File: src/rtl/bse_pkg.sv
// Shared constants and state encoding for the bucket sort engine.
`default_nettype none
package bse_pkg;

    localparam int DATA_W          = 16;
    localparam int DEF_MAX_ITEMS   = 64;
    localparam int DEF_VALUE_BITS  = 16;

    typedef enum logic [5:0] {
        S_IDLE     = 6'b000001,
        S_INS      = 6'b000010,
        S_CMP      = 6'b000100,
        S_EMIT_RD  = 6'b001000,
        S_EMIT_LD  = 6'b010000,
        S_EMIT_OUT = 6'b100000
    } state_t;

endpackage
`default_nettype wire

File: src/rtl/bucket_sort_engine.sv
// Sorting engine: insertion into an ordered store, then ordered readout of the set.
//
//  channel | dir | handshake          | payload
//  s_      | in  | s_tvalid/s_tready  | s_tdata[15:0] value, s_tlast ends the set
//  m_      | out | m_tvalid/m_tready  | m_tdata[15:0] value_res, m_tlast last_res
//
// Each stored word greater than an accepted one is shifted up one slot by an S_INS read
// and an S_CMP compare-and-write; insertion ends when a word no greater is found or
// slot 0 is reached. One compare unit and the single store read port serialise this.
// Readout steps each word through S_EMIT_RD, S_EMIT_LD and S_EMIT_OUT, where any
// m_tready stall holds it. s_tready is high only between sets and insertions.
// Reset (aresetn low, synchronous) empties the set and drops a pending output.
`default_nettype none
module bucket_sort_engine #(
    parameter int MAX_ITEMS  = bse_pkg::DEF_MAX_ITEMS,
    parameter int VALUE_BITS = bse_pkg::DEF_VALUE_BITS
) (
    input  wire logic                       aclk,
    input  wire logic                       aresetn,
    input  wire logic                       s_tvalid,
    output logic                            s_tready,
    input  wire logic [bse_pkg::DATA_W-1:0] s_tdata,   // [15:0] value
    input  wire logic                       s_tlast,
    output logic                            m_tvalid,
    input  wire logic                       m_tready,
    output logic [bse_pkg::DATA_W-1:0]      m_tdata,   // [15:0] value_res
    output logic                            m_tlast
);
    import bse_pkg::*;

    localparam int SW    = (VALUE_BITS < DATA_W) ? VALUE_BITS : DATA_W;
    localparam int AW    = $clog2(MAX_ITEMS);
    localparam int CNT_W = $clog2(MAX_ITEMS + 1);
    localparam logic [CNT_W-1:0] FULL = CNT_W'(MAX_ITEMS);

    state_t             state_reg, state_next;
    logic [CNT_W-1:0]   count_reg, count_next;
    logic [AW-1:0]      j_reg, j_next;
    logic [AW-1:0]      idx_reg, idx_next;
    logic [SW-1:0]      x_reg, x_next;
    logic               set_end_reg, set_end_next;
    logic               m_tvalid_reg, m_tvalid_next;
    logic [DATA_W-1:0]  m_tdata_reg, m_tdata_next;
    logic               m_tlast_reg, m_tlast_next;

    logic [SW-1:0]      mem [MAX_ITEMS];
    logic [SW-1:0]      rd_data_reg;
    logic [AW-1:0]      rd_addr;
    logic               wr_en;
    logic [AW-1:0]      wr_addr;
    logic [SW-1:0]      wr_data;
    logic               s_fire;
    logic               is_final;

    assign s_tready = (state_reg == S_IDLE);
    assign s_fire   = s_tvalid && s_tready;
    assign m_tvalid = m_tvalid_reg;
    assign m_tdata  = m_tdata_reg;
    assign m_tlast  = m_tlast_reg;
    assign is_final = (CNT_W'(idx_reg) + CNT_W'(1)) == count_reg;

    always_comb begin
        state_next    = state_reg;
        count_next    = count_reg;
        j_next        = j_reg;
        idx_next      = idx_reg;
        x_next        = x_reg;
        set_end_next  = set_end_reg;
        m_tvalid_next = m_tvalid_reg;
        m_tdata_next  = m_tdata_reg;
        m_tlast_next  = m_tlast_reg;
        rd_addr       = idx_reg;
        wr_en         = 1'b0;
        wr_addr       = j_reg;
        wr_data       = x_reg;

        case (state_reg)
            S_IDLE: begin
                if (s_fire) begin
                    x_next       = s_tdata[SW-1:0];
                    set_end_next = s_tlast;
                    idx_next     = '0;
                    if (count_reg < FULL) begin
                        j_next     = count_reg[AW-1:0];
                        state_next = S_INS;
                    end else if (s_tlast) begin
                        // store full: drop the word, still sort what is held
                        state_next = S_EMIT_RD;
                    end
                end
            end
            S_INS: begin
                if (j_reg == '0) begin
                    wr_en      = 1'b1;
                    count_next = count_reg + CNT_W'(1);
                    state_next = set_end_reg ? S_EMIT_RD : S_IDLE;
                end else begin
                    rd_addr    = j_reg - AW'(1);
                    state_next = S_CMP;
                end
            end
            S_CMP: begin
                wr_en = 1'b1;
                if (rd_data_reg > x_reg) begin
                    // shift the larger word up one slot
                    wr_data    = rd_data_reg;
                    j_next     = j_reg - AW'(1);
                    state_next = S_INS;
                end else begin
                    count_next = count_reg + CNT_W'(1);
                    state_next = set_end_reg ? S_EMIT_RD : S_IDLE;
                end
            end
            S_EMIT_RD: begin
                rd_addr    = idx_reg;
                state_next = S_EMIT_LD;
            end
            S_EMIT_LD: begin
                m_tvalid_next = 1'b1;
                m_tdata_next  = DATA_W'(rd_data_reg);
                m_tlast_next  = is_final;
                state_next    = S_EMIT_OUT;
            end
            S_EMIT_OUT: begin
                if (m_tready) begin
                    m_tvalid_next = 1'b0;
                    if (m_tlast_reg) begin
                        count_next = '0;
                        state_next = S_IDLE;
                    end else begin
                        idx_next   = idx_reg + AW'(1);
                        state_next = S_EMIT_RD;
                    end
                end
            end
            default: begin
                state_next = S_IDLE;
            end
        endcase
    end

    always_ff @(posedge aclk) begin
        if (wr_en) begin
            mem[wr_addr] <= wr_data;
        end
        rd_data_reg <= mem[rd_addr];
    end

    always_ff @(posedge aclk) begin
        if (!aresetn) begin
            state_reg    <= S_IDLE;
            count_reg    <= '0;
            m_tvalid_reg <= 1'b0;
        end else begin
            state_reg    <= state_next;
            count_reg    <= count_next;
            m_tvalid_reg <= m_tvalid_next;
        end
        j_reg       <= j_next;
        idx_reg     <= idx_next;
        x_reg       <= x_next;
        set_end_reg <= set_end_next;
        m_tdata_reg <= m_tdata_next;
        m_tlast_reg <= m_tlast_next;
    end

    a_count_bound: assert property (@(posedge aclk) disable iff (!aresetn)
        count_reg <= FULL)
        else $error("stored word count beyond capacity");

    a_busy_after_accept: assert property (@(posedge aclk) disable iff (!aresetn)
        (s_fire && ((count_reg < FULL) || s_tlast)) |=> !s_tready)
        else $error("input taken again without insertion");

    a_valid_only_out: assert property (@(posedge aclk) disable iff (!aresetn)
        m_tvalid |-> (state_reg == S_EMIT_OUT))
        else $error("output valid outside readout hold");

    a_set_cleared: assert property (@(posedge aclk) disable iff (!aresetn)
        (m_tvalid && m_tready && m_tlast) |=> (count_reg == '0) && s_tready)
        else $error("set not cleared after final word");

endmodule
`default_nettype wire
File: config.mk
export PLATFORM = sky130hd
export DESIGN_NAME = bucket_sort_engine
export DESIGN_NICKNAME = d
export VERILOG_FILES = /design/src/rtl/bse_pkg.sv /design/src/rtl/bucket_sort_engine.sv
export SDC_FILE = /design/constraint.sdc
export NUM_CORES = 1
export LEC_CHECK = 0
export BUFFER_PORTS_ARGS = -buffer_cell sky130_fd_sc_hd__buf_4
export CORE_ASPECT_RATIO = 1.1
export CORE_MARGIN = 4
export CORE_UTILIZATION = 40
export DETAILED_ROUTE_END_ITERATION = 10
export HOLD_SLACK_MARGIN = 0.02
export PLACE_DENSITY = 0.59
export SLEW_MARGIN = 10
export SYNTH_ARGS = -nofsm -noshare
export SYNTH_HDL_FRONTEND = slang
export SYNTH_SLANG_ARGS = --single-unit
File: constraint.sdc
create_clock -name aclk -period 14.1 [get_ports aclk]
set_input_delay 0.705 -clock aclk [delete_from_list [all_inputs] [get_ports aclk]]
set_output_delay 0.705 -clock aclk [all_outputs]
set_load 0.005 [all_outputs]
==> results.toml <==
[layout]
fillers = 9268
drive_above_1_share_pct = 11.4
finish.net_count = 2917
design_area_um2 = 49100
most_flops_register = "mem"
largest_register_ffs = 1024
layout.cells.most_common_list = "sky130_fd_sc_hd__edfxtp_1 (1070), sky130_fd_sc_hd__nand2_1 (405), sky130_fd_sc_hd__mux2i_1 (343), sky130_fd_sc_hd__nand3_1 (142), sky130_fd_sc_hd__buf_4 (135)"
final_common_cell = "sky130_fd_sc_hd__edfxtp_1"
finalCoreUtilization_pct = 45.7
layout-area-overhead-vs-synth_pct = 13.2
final_cell_count_no_fill = 4376

[sta]
maxSlewHeadroom_pct = 24.2
worst_slack_ns = 7.41
grt_setup_unrepaired = "false"
setup_viol = 0
clock.fmax_mhz = 150
finalCriticalPeriod_ns = 6.69
timing.clock.skew_ns = 0.0468
period_share_pct = 47.4
setup-tns-final_ns = 0
number_of_failing_hold_endpoints_at_the_final_stage = 0
worst_slew_pin_slew_ns = 1.14
count_of_final_max_slew_check_failures = 0

[worst_setup_path]
worst_r2r_startpoint = "j_reg[2]"
worstSetupEndpointType = "register"
cpMaxStageDelayCell = "sky130_fd_sc_hd__buf_4"
cp_num_buf_inv = 3
cp-start-kind = "register"
cp_slowest_stage_delay_ns = 0.90
cp-startpoint = "j_reg[2]"
crit_chain = "nor4_2 -> a2111o_1 -> mux2i_4 -> buf_4 -> buf_4 -> buf_4 -> mux2i_1 -> o22ai_1 -> o21ai_0 -> nand4_1 -> or4_1"
cp_max_fo = 57
crit_required_ns = 14.67
timing_worst_setup_path_type = "register to register"
critPathArrivalTime_ns = 7.25
crit_path_frequent_cell = "sky130_fd_sc_hd__buf_4"
category_of_cells_accounting_for_the_largest_share_of_critical_path_delay = "buffers and inverters"

[pwr]
ir_drop_uv = 115
power_leakage_nw = 16.7
power-per-cell-area_nw_per_um2 = 147

[yosys]
async_flop_share_pct = 0
yosysSeqAreaShare_pct = 75.4
synth_top_flop_cell = "sky130_fd_sc_hd__edfxtp_1"
synth.yosys.warnings = 0
synth_cell_types = 59
synth_enable_flop_cells = 1070
ys_seq_elements = 1100
netlist_instances = 2790
post_synth_design_cell_area_um2 = 43400
post_synth.cell_area_avg_um2 = 15.6
synth_nets = 2831

[detailed_routing]
detail_route.wl_per_cell_um = 26.1
remaining_drc_errors = 0
antenna_violating_nets_post_route = 0
drt_pre_antenna_iters = 5
final_wirelength_mm = 114
per_cell_via_count_in_the_routed_design = 5.66
dr_total_vias = 24800
first_iter_violations = 2536

[die]
num_io_pins = 40
initial_core_util_pct = 40.4
floorplan.rows = 126
die_area_um2 = 114000
placeableCoreArea_um2 = 108000
floorplan.die.height_um = 353
die_width_um = 322

[clocking]
clock_sinks = 1100
cts.path.max_buffers = 3
postCtsResizedCells = 0
clkLatencyLatePin_ns = 0.70
cts_hold_repair.buffers = 0
numCtsBuffers = 108
clock_tree.htree_level_count = 3
ctsRootBufferMaster = "sky130_fd_sc_hd__clkbuf_16"
cts.clk_slew.worst_paths_ns = 0.07
cts_tree = "yes"
cts.repair_timing.setup_buffer_count = 0

[run]
cap_viol_max_count = 0

[grt]
grt_max_degree = 129
globalRouteOverflowTotal = 0
grt_pass1_vias = 24400
antenna_violations_before_repair = 1
grt_pass1_wl_mm = 167
grt_usage_pct = 19.8

[place]
place_congestion = 0.869
place.detailed.hpwl_mm = 64.7
dp_cells = 4174
dpl_cell_area_um2 = 45600
io_buffers = 39
pre_cts_slack_ns = 7.46

[min_path]
hp-class = "input port to register"
worstHoldStart = "s_tdata[10]"

[outcome]
outcome = "finished, final reports clean"
[final timing paths]
| kind | to | slack (ns) | cells past startpoint |
|---|---|---|---|
| worst max-delay path | rd_data_reg[15] | 7.41 | 11 |
| worst min-delay path | x_reg[10] | 0.19 | 1 |
| worst max register to register | rd_data_reg[15] | 7.41 | 11 |
| worst min register to register | m_tdata[10] | 0.54 | 0 |
[layer usage]
| layer | track usage, % | up-vias | wire length, µm |
|---|---|---|---|
| met1 | 26.9 | 12700 | 47900 |
| met3 | 2.61 | 194 | 6960 |
| met5 | 0 | - | 0 |
| met2 | 32.7 | 881 | 55300 |
| li1 | - | 11000 | - |
| met4 | 7.30 | 0 | 4120 |
[kinds of logic after synthesis]
logic type | synth area share, %
adders and majority gates | 0.577
buffers and inverters | 1.96
muxes | 8.41
xor gates and xnor gates | 0.323
and+or+nand+nor | 8.03
DFF | 75.4
AOI/OAI and AO/OA | 5.28
[synthesized netlist by cell type (4+ instances only)]
cell	n	area, µm²
sky130_fd_sc_hd__nand4_1	55	344
sky130_fd_sc_hd__o21ai_1	47	235
sky130_fd_sc_hd__dfxtp_1	30	601
sky130_fd_sc_hd__nor3b_1	4	30.0
sky130_fd_sc_hd__a32oi_1	48	420
sky130_fd_sc_hd__nand2_1	405	1520
sky130_fd_sc_hd__and2_1	6	37.5
sky130_fd_sc_hd__xnor2_1	7	61.3
sky130_fd_sc_hd__nand2b_1	6	37.5
sky130_fd_sc_hd__and4_1	5	43.8
sky130_fd_sc_hd__nor3_1	8	40.0
sky130_fd_sc_hd__buf_6	11	124
sky130_fd_sc_hd__buf_2	51	255
sky130_fd_sc_hd__a21o_1	4	30.0
sky130_fd_sc_hd__mux2i_1	345	3450
sky130_fd_sc_hd__edfxtp_1	1070	32100
sky130_fd_sc_hd__a21oi_1	14	70.1
sky130_fd_sc_hd__and3_1	18	113
sky130_fd_sc_hd__nand3b_1	7	52.6
sky130_fd_sc_hd__nand3_1	142	711
sky130_fd_sc_hd__a31oi_1	21	131
sky130_fd_sc_hd__xor2_1	9	78.8
sky130_fd_sc_hd__nor2_1	92	345
sky130_fd_sc_hd__buf_1	10	37.5
sky130_fd_sc_hd__ha_1	20	250
sky130_fd_sc_hd__mux2_2	16	180
sky130_fd_sc_hd__clkbuf_1	83	312
sky130_fd_sc_hd__a221oi_1	16	140
sky130_fd_sc_hd__o21ai_0	34	170
sky130_fd_sc_hd__o22ai_1	129	807
sky130_fd_sc_hd__inv_1	21	78.8
sky130_fd_sc_hd__or4_1	15	113
sky130_fd_sc_hd__buf_4	6	45.0
[stage by stage]
stage	total power [mW]	hold WS, ns
2_1_floorplan	4.14	0.408
3_3_place_gp	4.40	0.497
3_5_place_dp	4.41	0.531
4_1_cts	7.26	0.156
5_1_grt	7.46	0.161
6_report	7.22	0.193
[power breakdown]
group	internal [mW]	total (mW)	switching [mW]	leakage (nW)
Combinational	0.186	0.632	0.446	5.09
Sequential	3.65	3.71	0.0546	9.88
Clock	1.66	2.88	1.22	1.72
[worst reg2reg max path: cells and delay by family (launching register included)]
kind | cells | cell delay [ns]
buf+inv | 3 | 2.38
compound gates | 3 | 1.12
flops | 1 | 0.59
simple gates | 3 | 1.39
mux | 2 | 1.06
[final cells by class]
cell class / count / area, µm² / area share, %
Clock inverter: 57 / 633 / 1.29
Inverter: 21 / 78.8 / 0.160
Antenna cell: 3 / 7.51 / 0.0153
Multi-Input combinational cell: 1508 / 9940 / 20.2
Sequential cell: 1100 / 32700 / 66.6
Clock buffer: 142 / 2920 / 5.95
Tap cell: 1408 / 1760 / 3.59
Timing Repair Buffer: 137 / 1050 / 2.14
(Power assumes the default switching activity.)
